**src/design/nna_pkg.sv**
```systemverilog
// ----------------------------------------------------------------------------
// nna_pkg
// Shared types and constants for the nearest neighbor association core.
// ----------------------------------------------------------------------------
package nna_pkg;

    // Field widths of a transaction.
    localparam int MODE_BITS  = 2;
    localparam int ID_BITS    = 16;
    localparam int COORD_BITS = 24;

    // Default table depth.
    localparam int MAX_ENTRIES_DEF = 64;

    // Distance arithmetic widths: a coordinate difference needs one more bit,
    // its square at most 2*COORD_BITS+1 bits, and the sum of two squares one more.
    localparam int DIFF_BITS = COORD_BITS + 1;
    localparam int SQ_BITS   = 2 * COORD_BITS + 1;
    localparam int SUM_BITS  = SQ_BITS + 1;

    // Command codes carried in the mode field.
    localparam logic [MODE_BITS-1:0] MODE_CLEAR = 2'd0;
    localparam logic [MODE_BITS-1:0] MODE_LOAD  = 2'd1;
    localparam logic [MODE_BITS-1:0] MODE_QUERY = 2'd2;

    // Request transaction.
    typedef struct packed {
        logic        [MODE_BITS-1:0]  mode;
        logic        [ID_BITS-1:0]    entry_id;
        logic signed [COORD_BITS-1:0] x_coord;
        logic signed [COORD_BITS-1:0] y_coord;
    } in_t;

    // Result transaction.
    typedef struct packed {
        logic [ID_BITS-1:0] matched_id;
        logic               found;
    } out_t;

    // One stored landmark.
    typedef struct packed {
        logic        [ID_BITS-1:0]    id;
        logic signed [COORD_BITS-1:0] x;
        logic signed [COORD_BITS-1:0] y;
    } entry_t;

    // Control tag that travels with each table read through the pipeline.
    typedef struct packed {
        logic valid;
        logic first;
        logic last;
    } tag_t;

endpackage

```
**src/design/nna_table.sv**
```systemverilog
// ----------------------------------------------------------------------------
// nna_table
// Landmark table: one write port and one read port with registered read data.
// ----------------------------------------------------------------------------
module nna_table #(
    parameter int DEPTH = nna_pkg::MAX_ENTRIES_DEF,
    parameter int IDX_W = 6
) (
    input  logic                 clk,
    input  logic                 we,
    input  logic [IDX_W-1:0]     waddr,
    input  nna_pkg::entry_t      wdata,
    input  logic                 re,
    input  logic [IDX_W-1:0]     raddr,
    output nna_pkg::entry_t      rdata
);

    nna_pkg::entry_t mem [DEPTH];

    // Write port.
    always_ff @(posedge clk)
    begin
        if (we)
        begin
            mem[waddr] <= wdata;
        end
    end

    // Read port, with registered read data.
    always_ff @(posedge clk)
    begin
        if (re)
        begin
            rdata <= mem[raddr];
        end
    end

endmodule

```
**config.mk**
```make
export PLATFORM = sky130hd
export DESIGN_NAME = nna_table
export DESIGN_NICKNAME = d
export VERILOG_FILES = /design/src/design/nna_pkg.sv /design/src/design/nna_table.sv
export SDC_FILE = /design/constraint.sdc
export NUM_CORES = 2
export LEC_CHECK = 0
export BUFFER_PORTS_ARGS = -buffer_cell sky130_fd_sc_hd__buf_4
export CORE_AREA = 4 4 624 626
export CTS_CLUSTER_DIAMETER = 150
export DETAILED_ROUTE_END_ITERATION = 12
export DIE_AREA = 0 0 628 630
export PLACE_DENSITY = 0.61
export SLEW_MARGIN = 20
export SYNTH_ARGS = -nofsm -noshare
export SYNTH_HDL_FRONTEND = slang
export SYNTH_SLANG_ARGS = --single-unit
```
**constraint.sdc**
```tcl
create_clock -name clk -period 8.75 [get_ports clk]
set_input_delay 0.875 -clock clk [delete_from_list [all_inputs] [get_ports clk]]
set_output_delay 0.875 -clock clk [all_outputs]
set_load 0.005 [all_outputs]
```
==> results.md <==
* Status: finished, final reports clean
* Cts bufs inserted at 408
* Yosys top cell by area: edfxtp_1
* Commonest non-fill, non-tap cell in the layout: edfxtp_1
* Final Skew at 62.4 ps
* Tightest Hold Check Type: input pin to flip-flop
* Chip height at 630 um
* Pwr Density at 233 mW/mm2
* WL/cell at 34.7 um
* Chip width at 628 um
* Register area share after synthesis at 0.796
* DIE AREA at 0.396 mm2
* Final setup fails at 0
* Highest-count cells in the layout ignoring fill and taps: 4,160 x edfxtp_1, 1,024 x mux4_2, 417 x clkbuf_16
* Initial antenna violation count at 21
* Yosys synthesis warning count at 0
* Design area at 0.178 mm2
* CTS Sinks at 4,160
* Setup TNS at 0 ps
* Reg2Reg Depth at 4
* CP cell instances: buf_16, buf_12, buf_4, mux4_2, a22o_1, nor2_1, a211oi_1
* Congestion Overflow GR at 0
* Cell Rows at 228
* Delay of the slowest critical-path stage at 770 ps
* Leakage at 54.9 nW
* DR DRC count at 0
* Hold-fix buffers, CTS at 0
* Area delta synth->final at 13.6%
* Initial DRC count at 9,340
* Worst endpoint required time at 9400 ps
* Max VDD drop at 0.169 mV
* Unique cell type count in the Yosys netlist at 32
* Root Driver: clkbuf_16
* Postcts setup bufs at 0
* Core ar. at 0.384 mm2
* Top cell type's share of synthesized area at 0.796
* Remaining antenna violation count at 0
* Number of synthesized flops with an enable pin at 4,160
* Fin crit period at 3580 ps
* CP Launch Type: input pin
* I/O Pins at 143
* Layout cells sized above 1 at 0.278
* Mapped Nets at 6,677
* CP Class: input pin to flip-flop
* Hold EP: mem[1][24]$_DFFE_PP_
* Layout Nets at 7,038
* Async set-or-reset flop fraction in the synthesized netlist at 0
* Achievable clock frequency at 0.280 GHz
* FILL cells at 30,900
* First-pass GRT wire length at 598 mm
* Clock-pin slew on the worst setup and hold paths at 60 ps
* CP max stage cell: buf_4
* Worst-skew pair later-pin latency at 970 ps
* CP Data Arrival Time at 4230 ps
* Post-DP Area at 0.165 mm2
* Hold_sp: wdata[24]
* Worst reg2reg path startpoint: mem[1][48]$_DFFE_PP_
* Total of max-cap violations at 0
* Max Transition Viols Final at 0
* Via count at 74,900
* Starting Density at 0.409
* CTS tree: yes
* Family with the most delay on the worst path: buffers and inverters
* Placer Congestion at 0.762
* Tot GR Track Use at 0.213
* Hold path depth at 1
* Flop2flop setup slack at 6450 ps
* Tcrit/Tclk final at 0.409
* Top_reg_cell synth: edfxtp_1
* Synth area leaders: edfxtp_1 80%, mux4_2 15%, mux2i_1 0.86%, a22oi_1 0.80%, buf_2 0.54%
* R2R Path End: rdata[48]$_DFFE_PP_
* Critical path fanouts, max at 85
* Cell Area, Synth at 0.157 mm2
* Vias in the first global route at 75,900
* DRT Pass-1 Iters at 5
* Vias/cell at 6.06
* Total Wirelength at 429 mm
* Relative slew margins at 0.224
* Port-buffer cells at 142
* Final hold vios at 0
* Synthesized instance count at 6,598
* RSZ-0062 raised after global routing: false
* Worst slew pin tran at 1160 ps
* Crit end category: flip-flop
* Buf+Inv Stages, Crit Path at 3
* Pin count of the biggest net entering global routing at 127
* Yosys reg bits at 4,160
* H-tree Lvls at 5
* Cts repair resizes at 0
* Pwr Total at 41.7 mW
* Syn Area/Cell at 23.8 um2
* Bufs on Longest Clock Path at 4
* Post-DP HPWL at 224 mm
worst max-delay path by stage:
stage | startpoint | end | slack [ps] | cells past startpoint
6_report | raddr[0] | rdata[37]$_DFFE_PP_ | 5170 | 7
5_1_grt | raddr[0] | rdata[37]$_DFFE_PP_ | 4860 | 7
4_1_cts | raddr[0] | rdata[41]$_DFFE_PP_ | 5150 | 7
3_5_place_dp | raddr[0] | rdata[41]$_DFFE_PP_ | 4100 | 7
3_3_place_gp | raddr[0] | rdata[41]$_DFFE_PP_ | 4120 | 7
2_1_floorplan | waddr[3] | mem[48][0]$_DFFE_PP_ | 2440 | 4
cell type report:
class	instances	area [um2]	share of cell area
Sequential cell	4160	125000	0.700
Multi-Input combinational cell	2049	30800	0.173
Clock buffer	500	10700	0.0602
Tap cell	5060	6330	0.0355
Timing Repair Buffer	321	2870	0.0161
Clock inverter	247	2660	0.0149
Inverter	19	71.3	0.000400
Antenna cell	10	25.0	0.000140
synthesized netlist by cell type, types with 29 or more instances:
master / count
nor2_1: 112
a22oi_1: 168
and3_1: 64
o221ai_1: 38
buf_4: 34
mux2i_1: 135
mux4_2: 1024
edfxtp_1: 4160
nand3_1: 45
buf_2: 170
or3_1: 29
a22o_1: 88
o22ai_1: 83
nand2_1: 58
clkbuf_1: 140
a211oi_1: 63
sequential cells by signal, indices dropped and copies added, names as in the netlist:
name / flops
mem: 4096
rdata: 64
metrics by stage:
stage               setup WS [ps]  cells  hold slack [ps]  utilization
finish                       5170  12400              429        0.464
global route                 4860  12400              432        0.464
CTS                          5150  12400              358        0.464
detailed placement           4100  11600              891        0.429
global placement             4120  11600              886        0.429
floorplan                    2440   6598              865            -
routing by layer:
| layer | vias to the layer above | global-route usage | part of all wire |
|---|---|---|---|
| li1 | 29300 | - | - |
| met1 | 41300 | 0.294 | 0.39 |
| met2 | 3702 | 0.351 | 0.49 |
| met3 | 649 | 0.0353 | 0.085 |
| met4 | 14 | 0.0608 | 0.029 |
| met5 | - | 0 | 0.00024 |
worst register-to-register path, delay by kind of cell, from the launching register on:
kind | cells | cell delay [ps]
AOI/OAI and AO/OA | 2 | 960
muxes | 1 | 470
DFF | 1 | 390
and+or+nand+nor | 1 | 230
power breakdown:
| group | total [mW] | internal, mW | switching (mW) | leakage, nW |
|---|---|---|---|---|
| clock | 17.6 | 10.2 | 7.40 | 6.51 |
| combinational | 1.82 | 0.690 | 1.13 | 10.9 |
| sequential | 22.2 | 22.1 | 0.0919 | 37.5 |
cell families (layout without fill, tap and decap cells):
kind of cell | Yosys count | count (layout) | share of synthesized area
other cells | 0 | 10 | 0
flops | 4160 | 4160 | 0.796
buf+inv | 389 | 1087 | 0.0118
compound gates | 504 | 504 | 0.0247
mux | 1159 | 1159 | 0.156
simple gates | 386 | 386 | 0.0123
No activity file was read; power rests on OpenSTA's default activity.
