===== src/design/nna_pkg.sv =====
// ----------------------------------------------------------------------------
// nna_pkg
// Shared types and constants for the nearest neighbor association core.
// ----------------------------------------------------------------------------
package nna_pkg;

    // Field widths of a transaction.
    localparam int MODE_BITS  = 2;
    localparam int ID_BITS    = 16;
    localparam int COORD_BITS = 24;

    // Default table depth.
    localparam int MAX_ENTRIES_DEF = 64;

    // Distance arithmetic widths: a coordinate difference needs one more bit,
    // its square at most 2*COORD_BITS+1 bits, and the sum of two squares one more.
    localparam int DIFF_BITS = COORD_BITS + 1;
    localparam int SQ_BITS   = 2 * COORD_BITS + 1;
    localparam int SUM_BITS  = SQ_BITS + 1;

    // Command codes carried in the mode field.
    localparam logic [MODE_BITS-1:0] MODE_CLEAR = 2'd0;
    localparam logic [MODE_BITS-1:0] MODE_LOAD  = 2'd1;
    localparam logic [MODE_BITS-1:0] MODE_QUERY = 2'd2;

    // Request transaction.
    typedef struct packed {
        logic        [MODE_BITS-1:0]  mode;
        logic        [ID_BITS-1:0]    entry_id;
        logic signed [COORD_BITS-1:0] x_coord;
        logic signed [COORD_BITS-1:0] y_coord;
    } in_t;

    // Result transaction.
    typedef struct packed {
        logic [ID_BITS-1:0] matched_id;
        logic               found;
    } out_t;

    // One stored landmark.
    typedef struct packed {
        logic        [ID_BITS-1:0]    id;
        logic signed [COORD_BITS-1:0] x;
        logic signed [COORD_BITS-1:0] y;
    } entry_t;

    // Control tag that travels with each table read through the pipeline.
    typedef struct packed {
        logic valid;
        logic first;
        logic last;
    } tag_t;

endpackage


===== src/design/nna_dist.sv =====
// ----------------------------------------------------------------------------
// nna_dist
// Two-stage squared Euclidean distance pipeline: difference, then square.
// ----------------------------------------------------------------------------
module nna_dist (
    input  logic                                   clk,
    input  logic                                   rst_n,
    input  logic signed [nna_pkg::COORD_BITS-1:0]  obs_x,
    input  logic signed [nna_pkg::COORD_BITS-1:0]  obs_y,
    input  nna_pkg::entry_t                        ent,
    input  nna_pkg::tag_t                          tag_in,
    output logic        [nna_pkg::SUM_BITS-1:0]    sum,
    output logic        [nna_pkg::ID_BITS-1:0]     id,
    output nna_pkg::tag_t                          tag_out
);

    logic signed [nna_pkg::DIFF_BITS-1:0] dx_reg;
    logic signed [nna_pkg::DIFF_BITS-1:0] dy_reg;
    logic        [nna_pkg::ID_BITS-1:0]   id1_reg;
    nna_pkg::tag_t                        tag1_reg;
    logic        [nna_pkg::SQ_BITS-1:0]   sqx_reg;
    logic        [nna_pkg::SQ_BITS-1:0]   sqy_reg;
    logic        [nna_pkg::ID_BITS-1:0]   id2_reg;
    nna_pkg::tag_t                        tag2_reg;
    logic signed [2*nna_pkg::DIFF_BITS-1:0] prod_x;
    logic signed [2*nna_pkg::DIFF_BITS-1:0] prod_y;

    // Tags carry the control flow and are cleared by reset.
    always_ff @(posedge clk or negedge rst_n)
    begin
        if (!rst_n)
        begin
            tag1_reg <= '0;
            tag2_reg <= '0;
        end
        else
        begin
            tag1_reg <= tag_in;
            tag2_reg <= tag1_reg;
        end
    end

    // Stage one: exact coordinate differences.
    always_ff @(posedge clk)
    begin
        dx_reg  <= nna_pkg::DIFF_BITS'(obs_x) - nna_pkg::DIFF_BITS'(ent.x);
        dy_reg  <= nna_pkg::DIFF_BITS'(obs_y) - nna_pkg::DIFF_BITS'(ent.y);
        id1_reg <= ent.id;
    end

    // Stage two: squares, which are never negative and fit in SQ_BITS.
    assign prod_x = dx_reg * dx_reg;
    assign prod_y = dy_reg * dy_reg;

    always_ff @(posedge clk)
    begin
        sqx_reg <= prod_x[nna_pkg::SQ_BITS-1:0];
        sqy_reg <= prod_y[nna_pkg::SQ_BITS-1:0];
        id2_reg <= id1_reg;
    end

    // Sum of squares, consumed by the compare stage.
    assign sum     = {1'b0, sqx_reg} + {1'b0, sqy_reg};
    assign id      = id2_reg;
    assign tag_out = tag2_reg;

endmodule


===== config.mk =====
export PLATFORM = sky130hd
export DESIGN_NAME = nna_dist
export DESIGN_NICKNAME = d
export VERILOG_FILES = /design/src/design/nna_pkg.sv /design/src/design/nna_dist.sv
export SDC_FILE = /design/constraint.sdc
export NUM_CORES = 2
export LEC_CHECK = 0
export ABC_AREA = 1
export BUFFER_PORTS_ARGS = -buffer_cell sky130_fd_sc_hd__buf_2
export CORE_MARGIN = 2
export CORE_UTILIZATION = 55
export DETAILED_ROUTE_END_ITERATION = 10
export HOLD_SLACK_MARGIN = 0.03
export PLACE_DENSITY = 0.72
export SYNTH_ARGS = -nofsm -noshare
export SYNTH_HDL_FRONTEND = slang
export SYNTH_SLANG_ARGS = --single-unit

===== constraint.sdc =====
create_clock -name clk -period 15.75 [get_ports clk]
set_clock_uncertainty 0.1 [all_clocks]
set_input_delay 1.575 -clock clk [delete_from_list [all_inputs] [get_ports clk]]
set_output_delay 1.575 -clock clk [all_outputs]
set_load 0.1 [all_outputs]

==> impl_metrics.ini <==
[synthesis]
yosysMostFrequentCell = inv_1
ys_ff_latch = 184
yosys.area.top_type = fa_1
netlist_area_um2 = 54700
synthArstFlopShare_pct = 3.26
synth_cell_type_count = 44
postSynthAreaPerCell_um2 = 7.70
ys_top_cells_by_area = fa_1 44%, inv_1 15%, nand2_1 12%, ha_1 9.1%, dfxtp_1 6.5%
synth_edf_count = 0
netlist.area_leader.share_pct = 43.9
synth_nets = 8806
synthCells = 7095
ys.flop_type = dfxtp_1
seq_area_frac_synth_pct = 6.79
yosys-top-cells-count = 2223 x inv_1, 1771 x nand2_1, 1198 x fa_1
synth_warnings = 0

[detailed_routing]
drtIter0Drc = 2698
vias = 42800
via_per_inst = 5.04
wl_per_cell_um = 16.8
routed_wl_um = 143000
drc = 0
final_antenna_net_count = 0
drtPass1Iterations = 6

[layout]
drive_gt1_share_pct = 5.06
fin_util_pct = 58.6
antenna_cells = 0
area_growth_pct = 5.45
fillers = 9198
num-nets-final = 8906

[placement]
gp_congestion = 0.994
dpl.hpwl_um = 126000
port_buffers = 185
pre_cts_ws_ns = 8.39

[timing]
worst_slack_ns = 8.30
finalCriticalPeriod_ns = 7.45
rsz0062_at_grt = false
worstMarginPinSlew_ns = 0.747
max-slew-margin-rel_pct = 50.1
max_clock_freq_mhz = 134
slew_viol_final = 0
final.setup.tns_ns = 0
fin_crit_sh_pct = 47.3
finalSetupViolCount = 0
hold_violations = 0

[global_routing]
grt_use_met3_pct = 2.43
gr-usage-met1_pct = 39.2
gr-usage-met2_pct = 51.2
busiest_layer = met2
grt_max_degree = 33
track_usage_pct = 29.3
antenna_found_initial = 0
grt_pass1_wl_um = 235000
grt_pass1_vias = 46000
overflow = 0

[setup_path]
rr_worst_depth = 22
required_ns = 16.06
crit_arrival_ns = 7.76
critical_path.top_delay_family = adder cells
crit_type = reg -> reg
critical_path.cell_chain = buf_4, nand2_1, inv_1, fa_1, fa_1, inv_1, fa_1, inv_1, fa_1, fa_1, fa_1, fa_1, ha_1, nand2_1, inv_1, nand2_1, nor3_1, nand2_1, nor2_1, nand2_1, nand4_1, nand2_1
cp-end-kind = flop
cp.depth = 22
critPathBufInv = 5
path_max_fanout = 16
path_common_cell = fa_1
max_stage_delay_ns = 0.91
slowest_stage = fa_1
critical_path.startpoint_type = flop

[clock_tree]
tritoncts = done
clkTransAtPathRegs_ns = 0.09
cts_root_buffer = clkbuf_16
ctsResizeCount = 0
clockBufferDepth = 2
cts_max_level = 4
cts_buffers = 17
hold_buffers = 0
clk_latency_ns = 0.53
cts_setup_buffers = 0
cts_sinks = 184

[min_path]
hold_class = reg -> reg
hold_depth = 0

[floorplan]
core-area_um2 = 98400
start_util_pct = 55.5
ioPinCount = 186
num_rows = 115
die_area_um2 = 102000
die_w_um = 319
die_h_um = 319

[run_status]
status = complete, no violations

[job]
cap_violations = 0
worst register-to-register path, cell delays in order (launching register included):
cell,delay [ns]
dfxtp_1,0.75
buf_4,0.31
nand2_1,0.06
inv_1,0.07
fa_1,0.56
fa_1,0.66
inv_1,0.22
fa_1,0.91
inv_1,0.25
fa_1,0.52
fa_1,0.59
fa_1,0.44
fa_1,0.45
ha_1,0.42
nand2_1,0.15
inv_1,0.07
nand2_1,0.07
nor3_1,0.26
nand2_1,0.13
nor2_1,0.12
nand2_1,0.08
nand4_1,0.11
nand2_1,0.05
cell usage in the layout (no fill, tap or decap), types with 75 or more instances in the layout:
cell type | synthesis | layout
o21ai_0 | 75 | 75
ha_1 | 396 | 396
dfxtp_1 | 178 | 178
nor2_1 | 331 | 331
nand2_1 | 1771 | 1771
xor2_1 | 104 | 104
fa_1 | 1198 | 1198
buf_2 | 1 | 185
inv_1 | 2223 | 2223
nand3_1 | 177 | 177
a21oi_1 | 191 | 191
final cells by class:
cell class                 count  area, um^2  share of cell area [%]
timing repair buffer         235        1300                    2.26
clock inverter                15         220                   0.382
multi-input combinational   4527       42000                    72.9
clock buffer                  17         425                   0.738
sequential                   184        3710                    6.44
inverter                    2230        8370                    14.5
tap                         1287        1610                    2.79
final timing paths:
path	slack, ns	end	startpoint
worst min register to register	0.23	id[3]	id1_reg[3]
min in group asynchronous	0.76	tag1_reg[2]	rst_n
max in group asynchronous	14.66	tag1_reg[1]	rst_n
worst min-delay path	0.23	id[3]	id1_reg[3]
worst max register to register	8.30	sqx_reg[45]	dx_reg[3]
worst max-delay path	8.30	sqx_reg[45]	dx_reg[3]
cells by family (layout without fill, tap and decap cells):
family          count (synthesis)  in the layout  share of synthesized area [%]
simple gates                 2469           2469                           18.4
buf+inv                      2384           2497                           16.4
fa+ha+maj                    1594           1594                           52.9
compound gates                319            319                           3.20
flops                         184            184                           6.79
xor+xnor                      145            145                           2.32
routing by layer:
| metal | vias up | wire length, um |
|---|---|---|
| met5 | - | 0 |
| met4 | 0 | 3830 |
| met3 | 201 | 6820 |
| met2 | 1153 | 70300 |
| met1 | 21100 | 61700 |
| li1 | 20300 | - |
stage by stage:
stage | hold slack [ns] | std cells | instance area (um^2)
after floorplan | 0.210 | 7095 | 54700
after global placement | 0.210 | 8463 | 57000
final | 0.231 | 8495 | 57600
after CTS | 0.232 | 8495 | 57600
after global routing | 0.231 | 8495 | 57600
after detailed placement | 0.212 | 8463 | 57000
Power is left out: the tool's default activity adds up to more than one toggle a clock period on the data nets, which glitch-free logic cannot reach.
